### src/rtl/v3alu_pkg.sv
// Package for the three-component fixed-point vector ALU.
// Holds the operation codes, shared types and the saturation helper.
// No dependencies.
package v3alu_pkg;

  localparam int CompW = 32;
  localparam int ProdW = 66;
  localparam int WideW = 68;
  localparam int CodeW = 6;

  typedef logic signed [CompW-1:0] comp_t;
  typedef logic signed [ProdW-1:0] prod_t;
  typedef logic signed [WideW-1:0] wide_t;

  typedef enum logic [3:0] {
    OP_ADD      = 4'd0,
    OP_SUB      = 4'd1,
    OP_CROSS    = 4'd2,
    OP_DOT      = 4'd3,
    OP_SCALE    = 4'd4,
    OP_MIRROR   = 4'd5,
    OP_MARGIN   = 4'd6,
    OP_OCTANT   = 4'd7,
    OP_SIGNMASK = 4'd8,
    OP_EQUAL    = 4'd9
  } op_t;

  typedef struct packed {
    logic              ovf;
    logic [CompW-1:0]  val;
  } sat_t;

  typedef struct packed {
    logic              mir;
    logic              ovf;
    logic [CodeW-1:0]  code;
  } mstat_t;

  function automatic sat_t sat_w(input wide_t v);
    sat_t res;
    logic hi_ones;
    logic hi_zeros;
    hi_ones  = &v[WideW-1:CompW-1];
    hi_zeros = ~|v[WideW-1:CompW-1];
    res.ovf  = !(hi_ones || hi_zeros);
    if (res.ovf) begin
      res.val = v[WideW-1] ? {1'b1, {(CompW-1){1'b0}}} : {1'b0, {(CompW-1){1'b1}}};
    end else begin
      res.val = v[CompW-1:0];
    end
    return res;
  endfunction

endpackage

### src/rtl/v3alu_refl.sv
// Mirror lane: multiplies the normal component by the saturated dot
// product and forms the reflected component. Depends on v3alu_pkg.
module v3alu_refl #(
  parameter int FRACTION_BITS = 16
) (
  input  logic             clk,
  input  logic             en,
  input  logic             mir,
  input  v3alu_pkg::comp_t ai,
  input  v3alu_pkg::comp_t bi,
  input  v3alu_pkg::comp_t t,
  input  v3alu_pkg::comp_t r_in,
  output v3alu_pkg::comp_t res_o,
  output logic             ovf_o
);
  import v3alu_pkg::*;

  logic signed [2*CompW-1:0] p_r;
  comp_t a_r, r_r;
  logic  mir_r;
  wide_t q;
  sat_t  v;

  always_ff @(posedge clk) begin
    if (en) begin
      p_r   <= bi * t;
      a_r   <= ai;
      r_r   <= r_in;
      mir_r <= mir;
    end
  end

  assign q     = WideW'(p_r) >>> FRACTION_BITS;
  assign v     = sat_w(WideW'(a_r) - (q <<< 1));
  assign res_o = mir_r ? comp_t'(v.val) : r_r;
  assign ovf_o = mir_r & v.ovf;

endmodule

### config.mk
export PLATFORM = sky130hd
export DESIGN_NAME = v3alu_refl
export DESIGN_NICKNAME = d
export VERILOG_FILES = /design/src/rtl/v3alu_pkg.sv /design/src/rtl/v3alu_refl.sv
export SDC_FILE = /design/constraint.sdc
export NUM_CORES = 2
export LEC_CHECK = 0
export BUFFER_PORTS_ARGS = -buffer_cell sky130_fd_sc_hd__buf_2
export CORE_UTILIZATION = 60
export DETAILED_ROUTE_END_ITERATION = 10
export PLACE_DENSITY = 0.78
export SYNTH_ARGS = -nofsm -noshare
export SYNTH_HDL_FRONTEND = slang
export SYNTH_SLANG_ARGS = --single-unit
export TNS_END_PERCENT = 5
### constraint.sdc
create_clock -name clk -period 26.3 [get_ports clk]
set_input_delay 5.26 -clock clk [delete_from_list [all_inputs] [get_ports clk]]
set_output_delay 5.26 -clock clk [all_outputs]
set_load 0.005 [all_outputs]
# Word level (Yosys, flattened, before mapping)
# Cells that the tools add are included.
totals:
  out_inout_bits: 33
  register_bits: 129
  elab_cells: 15
  in_bits: 131
classes:
  mux: 3
  add_sub_neg: 1
  reduce_logical: 5
  bitwise: 1
  mul: 1
op_table:
  columns: ["op", "count"]
  rows:
  - ["2-to-1 mux 32 bit", 3]
  - ["multiplier 32 x 32 -> 64 bit", 1]
  - ["subtractor 32 x 49 -> 50 bit", 1]
  - ["AND reduction 37 bit", 1]
  - ["OR reduction 37 bit", 1]
  - ["logical NOT 1 bit", 2]
  - ["bitwise AND 1 bit", 1]
  - ["logical OR 1 bit", 1]

# Depth between registers and ports, before layout
logic_depth:
  depth_word: 6
  depth_mapped: 29
  ltp_nobuf: 28

# Worst setup path before layout
# Ideal clock, no wire load.
synth_path:
  path_kind: "input -> register"
  start: "input port bi[31]"
  end: "register p_r[63] (data pin)"
  required_time_ps: 26040
  setup_ps: 260
  path_slack_ps: 13419
  n_path_buf: 1
  arrival_time_ps: 12621
  path_stages: 26
  cell_sequence: "clkbuf_1 -> nand2_1 -> inv_1 -> fa_1 -> fa_1 -> fa_1 -> inv_1 -> fa_1 -> inv_1 -> fa_1 -> fa_1 -> inv_1 -> fa_1 -> inv_1 -> fa_1 -> ha_1 -> inv_1 -> o21bai_1 -> a21oi_1 -> o21ai_0 -> a21oi_1 -> o21ai_0 -> a211oi_1 -> a21oi_1 -> a21oi_1 -> xnor2_1"
synth_via:
  elab_chain_len: 1
synth_lines:
  columns: ["element", "line", "text"]
  rows:
  - ["from (decl)", "v3alu_refl.sv:10", "input v3alu_pkg::comp_t bi,"]
  - ["multiplier 32 x 32 -> 64 bit", "v3alu_refl.sv:26", "p_r <= bi * t;"]
  - ["to (signal assigned)", "v3alu_refl.sv:26", null]
  - ["to (decl)", "v3alu_refl.sv:18", "logic signed [2*CompW-1:0] p_r;"]
# Every way passes these cells.
# A chain may end at the register's enable or synchronous reset.

# Worst setup path in the final report
layout_path:
  start: "input port t[2]"
  end: "register p_r[63] (data pin)"
layout_via:
  elab_chain_len: 1
layout_lines:
  columns: ["element", "line", "text"]
  rows:
  - ["from (decl)", "v3alu_refl.sv:11", "input v3alu_pkg::comp_t t,"]
  - ["multiplier 32 x 32 -> 64 bit", "v3alu_refl.sv:26", null]
# Every way passes these cells.

==> impl_results.rst <==
.. list-table::
   :header-rows: 1

   * - Metric
     - Value
   * - Cell types occupying the most area after synthesis
     - fa_1, inv_1, edfxtp_1, and2_1, ha_1
   * - Die area
     - about 72000 um2
   * - Maximum fanout count along the critical path
     - 32
   * - GR met2 Demand/Resource
     - 50.03%
   * - Yosys warning total
     - 0
   * - Pin count of the biggest net entering global routing
     - 69
   * - Clock sink count
     - ~110
   * - Final-report max-slew violation count
     - 0
   * - Maximum level of the CTS H-tree
     - 4
   * - Most frequent cell on the critical path
     - fa_1
   * - F_max
     - 72.72 MHz
   * - Horiz. Die Dim
     - 268.3 um
   * - Number of clock buffers inserted by TritonCTS
     - 17
   * - Simple-Gate Fraction of Synth Area
     - 15.76%
   * - Number of vias after detailed routing
     - 30440
   * - Adder and majority gate portion of the synthesized area
     - between 50% and 60%
   * - Category of the worst setup path launch point
     - input pin
   * - Peak per-stage delay on the critical path
     - 0.97 ns
   * - Layout area overhead
     - 3.924%
   * - Number of vias per cell after detailed routing
     - approximately 5.7
   * - Clock tree from TritonCTS
     - done
   * - Portion of the post-synthesis area used by sequential elements
     - 7.972%
   * - Total negative slack
     - 0 ns
   * - Core Box Area
     - 70150 um2
   * - Crit-path cells
     - buf_2, nand2_1, inv_1, fa_1, fa_1, fa_1, fa_1, fa_1, fa_1, fa_1, fa_1, ha_1, a21o_1, a311oi_1, a2bb2oi_1, o2111ai_1, nor3b_1, nor2_1, a21oi_1, o21ai_0, a211oi_1, a21oi_1, a21oi_1, xnor2_1
   * - Post-synth EDFFs
     - roughly 110
   * - First drt pass iteration count
     - 6
   * - Critical Setup Path Class
     - in -> reg
   * - Post-CTS sizing
     - 0
   * - RSZ-0062 raised after global routing
     - false
   * - Synth top cells by count
     - fa_1, inv_1, nand2_1
   * - Share of the cycle needed by the critical path after routing
     - 52.29%
   * - Critical path data arrival time
     - approximately 14 ns
   * - Total routed wirelength
     - 112300 um
   * - Buffers and inverters on the worst path
     - 2
   * - Final net count
     - approximately 5800
   * - Initial antenna violation count
     - 9
   * - Cell family contributing the most delay on the critical path
     - adder cells
   * - Total of max-cap violations
     - 0
   * - Main combinational cell family by area after synthesis
     - adder cells
   * - HPWL after detailed placement
     - 86870 um
   * - Xor and xnor fraction of the mapped netlist area
     - under 10%
   * - Met3 demand-to-capacity share in global routing
     - between 10% and 20%
   * - Detailed Route Iter0 Violations
     - 2705
   * - Compound-cell area share of the yosys netlist
     - ~5.6%
   * - Share of flip-flops with an asynchronous set or reset after synthesis
     - 0%
   * - Routed length per instance
     - 21.11 um
   * - Global-route wire length before repair
     - 179200 um
   * - Setup Viol. Count Final
     - 0
   * - Class of the most critical hold timing path
     - in -> reg
   * - Hold Buf Count CTS
     - 0
   * - Portion of netlist area occupied by mux cells
     - less than 1%
   * - Starting density of the core
     - 60.67%
   * - Synthesized cell area
     - 42560 um2
   * - Number of library cell types mapped by synthesis
     - 90
   * - Met1 Track Usage GR
     - 45.41%
   * - Cell at the root of the clock tree
     - clkbuf_16
   * - Minimum period implied by the final worst setup slack
     - between 10 and 15 ns
   * - GP Congestion
     - between 1 and 1.5
   * - Slew HR
     - 30.52%
   * - Number of nets produced by synthesis
     - between 5000 and 6000
   * - Post-synth top area cell
     - fa_1
   * - Average footprint of a synthesized cell
     - 9.671 um2
   * - GR Util All Layers
     - 32.95%
   * - Critical Path End Type
     - flop
   * - Synthesized flop and latch total
     - 113
   * - Most frequently used cell type in the post-synthesis netlist
     - fa_1
   * - Post-CTS repair timing setup buffer count
     - 0
   * - Remaining global-route overflow
     - 0
   * - DRC violations left
     - 0
   * - Via count of the first global-routing pass
     - between 30000 and 40000
   * - Clock-pin transition on the worst setup and hold timing paths
     - 0.06 ns
   * - Remaining antenna violation count
     - 0
   * - IO Pins
     - 164
   * - Port buffer count
     - 163
   * - Cell with the largest stage delay on the worst path
     - fa_1
   * - Layout cells sized above 1
     - 5.572%
   * - Endpoints failing hold
     - 0
   * - Synthesized netlist cell count
     - 4401
   * - Worst-margin pin slew
     - between 1 and 1.5 ns
   * - Data required time at the worst endpoint
     - 26.48 ns
   * - Most used flip-flop cell after synthesis
     - edfxtp_1
   * - Area share of the largest cell type after synthesis
     - 50.89%
   * - Worst-case clock buffer depth
     - 2
   * - Filler Cells Inserted
     - 5788
   * - Status
     - finished clean
   * - Grt peak-use layer
     - met2
   * - Height of the die
     - 268.3 um
   * - Std-Cell Rows
     - 97
[layout by cell type, fill, tap and decap left out, types with 6 or more instances in the layout]
master	Yosys	layout
nor2b_1	29	29
buf_4	2	9
nand4_1	21	21
inv_1	997	997
a21o_1	26	26
o21ai_1	6	6
nor2_1	98	98
and4_1	6	6
a221o_1	12	12
fa_1	1082	1082
o21a_1	19	19
clkbuf_16	0	17
o21ai_0	51	51
nand2b_1	15	15
nand3_1	23	23
buf_2	4	162
o21bai_1	11	11
a21oi_2	6	6
a311o_1	21	21
nand2_1	561	561
and2_1	513	513
a211oi_1	14	14
and3_1	13	13
edfxtp_1	113	113
ha_1	228	228
xnor2_1	61	61
o211ai_1	9	9
xor2_1	29	29
nor3_1	16	16
a21oi_1	97	97
[stage by stage]
step	cell area [um2]	instances	hold slack [ns]	setup slack, ns	util (%)
2_1_floorplan	42560	4401	5.359	13.42	-
3_3_place_gp	43630	5287	5.437	12.30	62.20
3_5_place_dp	43630	5287	5.438	12.08	62.20
4_1_cts	44230	5319	4.983	12.56	63.05
5_1_grt	44230	5320	4.989	12.10	63.05
6_report	44230	5321	4.998	12.55	63.05
[per-layer routing]
layer / vias to the layer above / part of all wire, %
met5: - / 0.070
met2: 1768 / 44
met4: 12 / 2.6
li1: 12960 / -
met1: 15470 / 40
met3: 223 / 14
[worst paths after layout]
check,start,end,cells after the start
hold / removal,r_in[24],r_r[24],1
setup / recovery,t[2],p_r[63],24
[area by class of cell]
| cell class | count | area (um2) | share of cell area (%) |
|---|---|---|---|
| Multi-Input combinational cell | 3066 | 34440 | 77.87 |
| Clock buffer | 17 | 425.4 | 0.9618 |
| Timing Repair Buffer | 171 | 878.3 | 1.986 |
| Inverter | 997 | 3742 | 8.461 |
| Clock inverter | 15 | 167.7 | 0.3790 |
| Sequential cell | 113 | 3393 | 7.671 |
| Tap cell | 940 | 1176 | 2.659 |
| Antenna cell | 2 | 5.005 | 0.01131 |
[logic make-up after synthesis]
group,count (synthesis)
and+or+nand+nor,1328
adders and majority gates,1310
buffers and inverters,1222
AOI/OAI and AO/OA,333
DFF,113
xor gates and xnor gates,91
muxes,4
[sequential cells by signal, indices dropped and copies added, names as in the netlist]
name and flops:
a_r 32, mir_r 1, p_r 48, r_r 32
Power is left out: the tool's default activity adds up to more than one toggle a clock period on the data nets, which glitch-free logic cannot reach.
