<file path="src/rtl/v3alu_pkg.sv">
// Package for the three-component fixed-point vector ALU.
// Holds the operation codes, shared types and the saturation helper.
// No dependencies.
package v3alu_pkg;

  localparam int CompW = 32;
  localparam int ProdW = 66;
  localparam int WideW = 68;
  localparam int CodeW = 6;

  typedef logic signed [CompW-1:0] comp_t;
  typedef logic signed [ProdW-1:0] prod_t;
  typedef logic signed [WideW-1:0] wide_t;

  typedef enum logic [3:0] {
    OP_ADD      = 4'd0,
    OP_SUB      = 4'd1,
    OP_CROSS    = 4'd2,
    OP_DOT      = 4'd3,
    OP_SCALE    = 4'd4,
    OP_MIRROR   = 4'd5,
    OP_MARGIN   = 4'd6,
    OP_OCTANT   = 4'd7,
    OP_SIGNMASK = 4'd8,
    OP_EQUAL    = 4'd9
  } op_t;

  typedef struct packed {
    logic              ovf;
    logic [CompW-1:0]  val;
  } sat_t;

  typedef struct packed {
    logic              mir;
    logic              ovf;
    logic [CodeW-1:0]  code;
  } mstat_t;

  function automatic sat_t sat_w(input wide_t v);
    sat_t res;
    logic hi_ones;
    logic hi_zeros;
    hi_ones  = &v[WideW-1:CompW-1];
    hi_zeros = ~|v[WideW-1:CompW-1];
    res.ovf  = !(hi_ones || hi_zeros);
    if (res.ovf) begin
      res.val = v[WideW-1] ? {1'b1, {(CompW-1){1'b0}}} : {1'b0, {(CompW-1){1'b1}}};
    end else begin
      res.val = v[CompW-1:0];
    end
    return res;
  endfunction

endpackage

</file>
<file path="src/rtl/v3alu_merge.sv">
// Merging stage: combines the lane products into saturated results,
// flag codes and the mirror dot product. Depends on v3alu_pkg.
module v3alu_merge #(
  parameter int FRACTION_BITS = 16
) (
  input  logic               clk,
  input  logic               en,
  input  v3alu_pkg::op_t     op,
  input  v3alu_pkg::comp_t   a [3],
  input  v3alu_pkg::comp_t   b [3],
  input  v3alu_pkg::comp_t   s,
  input  v3alu_pkg::prod_t   m0 [3],
  input  v3alu_pkg::prod_t   m1 [3],
  output v3alu_pkg::comp_t   r_o [3],
  output v3alu_pkg::comp_t   t_o,
  output v3alu_pkg::mstat_t  st_o
);
  import v3alu_pkg::*;

  wide_t  dsum;
  sat_t   dsat;
  sat_t   ls [3];
  comp_t  r_nxt [3];
  comp_t  r_r [3];
  comp_t  t_r;
  mstat_t st_nxt, st_r;
  logic signed [CompW:0] neg_s;

  assign dsum  = WideW'(m0[0]) + WideW'(m0[1]) + WideW'(m0[2]);
  assign dsat  = sat_w(dsum >>> FRACTION_BITS);
  assign neg_s = -((CompW+1)'(s));

  always_comb begin
    for (int i = 0; i < 3; i++) begin
      ls[i] = '0;
      case (op)
        OP_ADD:   ls[i] = sat_w(WideW'(a[i]) + WideW'(b[i]));
        OP_SUB:   ls[i] = sat_w(WideW'(a[i]) - WideW'(b[i]));
        OP_CROSS: ls[i] = sat_w((WideW'(m0[i]) - WideW'(m1[i])) >>> FRACTION_BITS);
        OP_SCALE: ls[i] = sat_w(WideW'(m0[i]) >>> FRACTION_BITS);
        OP_DOT:   ls[i] = (i == 0) ? dsat : '0;
        default:  ls[i] = '0;
      endcase
      r_nxt[i] = ls[i].val;
    end
  end

  always_comb begin
    st_nxt      = '0;
    st_nxt.ovf  = ls[0].ovf | ls[1].ovf | ls[2].ovf;
    case (op)
      OP_MIRROR: begin
        st_nxt.mir = 1'b1;
        st_nxt.ovf = dsat.ovf;
      end
      OP_MARGIN: begin
        st_nxt.code = {5'd0, (dsum <= WideW'(m1[0]))};
      end
      OP_OCTANT: begin
        st_nxt.code = {3'd0, ~a[0][CompW-1], ~a[1][CompW-1], ~a[2][CompW-1]};
      end
      OP_SIGNMASK: begin
        for (int i = 0; i < 3; i++) begin
          st_nxt.code[5-i] = (CompW+1)'(a[i]) > neg_s;
          st_nxt.code[2-i] = (CompW+1)'(a[i]) < (CompW+1)'(s);
        end
      end
      OP_EQUAL: begin
        st_nxt.code = {5'd0, (a[0] == b[0]) && (a[1] == b[1]) && (a[2] == b[2])};
      end
      default: begin
        st_nxt.mir = 1'b0;
      end
    endcase
  end

  always_ff @(posedge clk) begin
    if (en) begin
      r_r  <= r_nxt;
      t_r  <= dsat.val;
      st_r <= st_nxt;
    end
  end

  assign r_o  = r_r;
  assign t_o  = t_r;
  assign st_o = st_r;

endmodule

</file>
<file path="config.mk">
export PLATFORM = sky130hd
export DESIGN_NAME = v3alu_merge
export DESIGN_NICKNAME = d
export VERILOG_FILES = /design/src/rtl/v3alu_pkg.sv /design/src/rtl/v3alu_merge.sv
export SDC_FILE = /design/constraint.sdc
export NUM_CORES = 2
export LEC_CHECK = 0
export BUFFER_PORTS_ARGS = -buffer_cell sky130_fd_sc_hd__buf_4
export CAP_MARGIN = 20
export CORE_ASPECT_RATIO = 0.7
export CORE_UTILIZATION = 45
export CTS_BUF_LIST = sky130_fd_sc_hd__clkbuf_8
export CTS_CLUSTER_SIZE = 28
export DETAILED_ROUTE_END_ITERATION = 8
export PLACE_DENSITY = 0.73
export SYNTH_ARGS = -nofsm -noshare
export SYNTH_HDL_FRONTEND = slang
export SYNTH_SLANG_ARGS = --single-unit
</file>
<file path="constraint.sdc">
create_clock -name clk -period 5.33 [get_ports clk]
set_input_delay 0.533 -clock clk [delete_from_list [all_inputs] [get_ports clk]]
set_output_delay 0.533 -clock clk [all_outputs]
set_load 0.1 [all_outputs]
</file>
== After elaboration in Yosys (flattened, before gate mapping) ==
Cells that the tools add are included.
Operators by class
  add/sub/neg operators: 12
  order comparisons: 7
  equal/unequal tests: 12
  multiplexer cells: 32
  bitwise logic cells: 5
  reductions and logical operators: 68
Operators by type and width (count)
  two-way mux 32 bit: 26
  case mux 33 bit (4 select lines): 2
  AND reduction 37 bit: 6
  OR reduction 37 bit: 6
  subtractor 66 x 66 -> 67 bit: 3
  case mux 33 bit (5 select lines): 1
  adder 32 x 32 -> 33 bit: 3
  greater-than comparator 32 x 33 -> 1 bit: 3
  subtractor 32 x 32 -> 33 bit: 3
  == test 32 bit: 3
  less-than comparator 32 bit: 3
  AND reduction 21 bit: 4
  OR reduction 21 bit: 4
  adder 67 x 66 -> 68 bit: 1
  <= comparator 68 x 66 -> 1 bit: 1
  adder 66 x 66 -> 67 bit: 1
  AND reduction 19 bit: 3
  OR reduction 19 bit: 3
  negator 32 -> 33 bit: 1
  logical NOT 1 bit: 26
  case mux 6 bit (4 select lines): 1
  == test 4 x 3 -> 1 bit (second input constant): 4
  logical OR 1 bit: 13
  == test 4 x 2 -> 1 bit (second input constant): 2
  other kinds (7): 13
Storage, ports and cells
  bits in registers: 136
  bits of input ports: 626
  output and inout port bits: 136
  logic and storage cells: 143

== Longest topological paths before layout ==
  depth after elaboration: 10
  gate-level depth with buffers: 30
  gate-level depth less buffers: 30

== Least setup slack after synthesis ==
OpenSTA, ideal clock, no wires.
  path type: in2reg
  start: input m0[1] in the netlist's numbering
  end: register st_r, in the netlist st_o[0], data pin
  library setup time: 0.260 ns
  arrival: 4.975 ns
  required time: 5.070 ns
  path slack: 0.095 ns
  stages: 30
  path buffers: 0
  path through: fa_1 ha_1 inv_1 fa_1 nor2b_1 o211a_1 o211ai_1 nand4_1 a211oi_2 nand2_1 nand2_1 o31ai_1 a21oi_1 o21ai_0 xor2_1 ha_1 a21oi_1 nor2b_1 o21ai_0 nand2b_1 a21oi_1 nor2b_1 o21ai_0 nand2b_1 a21oi_1 o31ai_1 a21oi_1 o21ai_0 xnor2_1 o21ai_0
RTL lines
  start: declaration: RTL line v3alu_merge.sv:12  | input v3alu_pkg::prod_t m0 [3],
  end signal: assignment: RTL line v3alu_merge.sv:81  | st_r <= st_nxt;
  end: declaration: RTL line v3alu_merge.sv:26  | mstat_t st_nxt, st_r;

==> flow_metrics.tcl <==
set metrics [dict create \
    remaining_drc_errors 0 \
    num_vias 55500 \
    worstPathArrival_ns 5.68 \
    final_common_cell "buf_4" \
    synth_nets 7380 \
    start_kind "input pin" \
    synth_edf_count 136 \
    async_flop_share 0 \
    hold_slack_ns 0.374 \
    crit_path_max_fanout 25 \
    path_clk_slew_ns 0.11 \
    combPwrFrac 0.813 \
    grt_pass1_vias 49800 \
    slowest_delay_ns 0.57 \
    cts_hold_buf 0 \
    slew_viol_final 0 \
    clkPwrFrac 0.071 \
    synth_cell_type_count 110 \
    violations "negative setup slack" \
    power_mw 12.7 \
    place_ws_ns -0.788 \
    drive_gt1_frac 0.261 \
    yosysSeqAreaShare 0.0951 \
    flow.area_growth_from_synthesis_pct 34.3 \
    min_path_type "in2reg" \
    io_pins 762 \
    fin_crit_sh 1.00 \
    root_buffer "clkbuf_8" \
    internal_power_mw 5.72 \
    routed_wirelength_um 241000 \
    antenna_found_initial 31 \
    cp.required_ns 5.66 \
    hpwl_um 211000 \
    nFillCells 8925 \
    tritoncts "built" \
    fmax_mhz 187 \
    coreArea_um2 94200 \
    htreeDepth 4 \
    pwr_density_cell_nw_per_um2 220 \
    antenna_left 0 \
    final_cell_area_um2 57700 \
    synth.avg_cell_area_um2 7.20 \
    cp_cell_sequence "buf_4 -> buf_4 -> ha_1 -> nand4_1 -> nor3_1 -> buf_4 -> nand3_1 -> nor2_1 -> nand3_1 -> buf_4 -> a2111oi_0 -> nor3_1 -> xor2_1 -> or4b_1 -> nor4_2 -> or2_1 -> buf_12 -> nor2_2 -> buf_12 -> o21ai_0 -> nand4_1" \
    dr.pass1.iters 9 \
    cts_max_path_buffers 2 \
    whs_path_depth 1 \
    power.switching_mw 6.98 \
    synth-main-ff-cell "edfxtp_1" \
    track_usage 0.475 \
    switching_share 0.549 \
    crit_type "in2reg" \
    setup_viol 1 \
    cap_violations 0 \
    portBuffers 761 \
    pwr-share-seq 0.115 \
    leakagePower_nw 27.4 \
    synth-seq-cells 136 \
    whs_endpoint "r_o[13]" \
    hold_violations 0 \
    synth.yosys.warnings 0 \
    final_nets 8897 \
    postPlaceCellArea_um2 57000 \
    register_area_um2 4080 \
    via_per_inst 6.33 \
    syn_inst 5967 \
    wl_per_cell_um 27.5 \
    netlist_area_um2 43000 \
    numCtsBuffers 17 \
    fp.dieW_um 371 \
    placedCellCount 8709 \
    place_congestion 1.14 \
    finalCriticalPeriod_ns 5.35 \
    slew_headroom 0.281 \
    die_h_um 261 \
    grt_max_degree 56 \
    totalNegativeSetupSlack_ns -0.0197 \
    cp_num_buf_inv 6 \
    fin_util 0.612 \
    worst_slew_pin_slew_ns 1.07 \
    final_cell_mix "buf_4, a21oi_1, ha_1" \
    cp_slowest_cell "or4b_1" \
    cp-end-kind "flip-flop" \
    dr.first_iter.drc_count 7789 \
    fp.dieArea_um2 96700 \
    cpMostUsedCell "buf_4" \
    grt_pass1_wl_um 336000 \
    layoutNonFillerInstCount 8764 \
    worstHoldStart "en" \
    setup_ws_ns -0.0197 \
    multiInputGateArea_um2 36300 \
    start_util 0.456 \
    cp_top_family "simple AND/OR/NAND/NOR gates" \
    outcome "finished, violations left" \
    clock_sinks 136 \
    rows 94 \
    grt_overflow 0 \
    ir_worst_vdd_v 0.000229 \
]
power groups by stage:
stage	registers [mW]	clock network, mW	logic [mW]
after global routing	1.47	0.939	10.8
final	1.47	0.904	10.3
after CTS	1.46	0.906	9.82
after detailed placement	1.48	0	9.75
after global placement	1.48	0	9.67
after floorplan	2.53	0	4.37
worst max path at each step:
stage          startpoint  endpoint  depth (start not counted)  slack, ns
2_1_floorplan       m0[1]   st_o[0]                         30        0.1
3_3_place_gp        m0[1]   st_o[0]                         26      -0.72
3_5_place_dp        m0[1]   st_o[0]                         26      -0.79
4_1_cts             m0[1]   st_o[0]                         34      0.007
5_1_grt             m0[3]   st_o[0]                         29      -0.10
6_report           m0[37]   r_o[13]                         21      -0.02
cell usage after synthesis (all sizes together), types with 106 or more instances:
cell type	n	share of area
a21o	150	0.026
a21oi	721	0.084
clkbuf	219	0.019
edfxtp	136	0.095
ha	714	0.21
inv	486	0.042
nand2	427	0.037
nand3	150	0.017
nand4	208	0.031
nor2	492	0.043
nor3	125	0.015
o21ai	461	0.054
xnor2	277	0.056
xor2	106	0.022
what timing repair did:
action	CTS	global route
resized for setup	12	51
endpoints found under the setup margin	2	19
buffers inserted	1	6
pin swaps	9	39
logic make-up after synthesis:
family / Yosys count / share of synthesized area
fa+ha+maj: 787 / 0.242
compound gates: 2024 / 0.297
simple gates: 1867 / 0.217
flops: 136 / 0.0951
buf+inv: 759 / 0.0688
mux: 11 / 0.00268
xor+xnor: 383 / 0.0781
cell type report:
| cell class | instances | area share |
|---|---|---|
| diodes | 21 | 0.000911 |
| clock buffers | 17 | 0.00406 |
| clock inverters | 13 | 0.00189 |
| inverters | 486 | 0.0316 |
| multi-input cells | 5072 | 0.629 |
| flip-flops and latches | 136 | 0.0708 |
| well taps | 1248 | 0.0271 |
| repair buffers | 1771 | 0.234 |
registers in the layout, summed over array words and instances (netlist names):
name / flops
r_o: 96
t_o: 32
st_o: 8
per-layer routing:
metal	up-vias	GRT usage	share of wire
met5	-	0	0.00068
met4	26	0.220	0.052
met3	586	0.190	0.16
met2	4021	0.626	0.37
met1	25900	0.662	0.41
li1	25000	-	-
No activity file was read; power rests on OpenSTA's default activity.
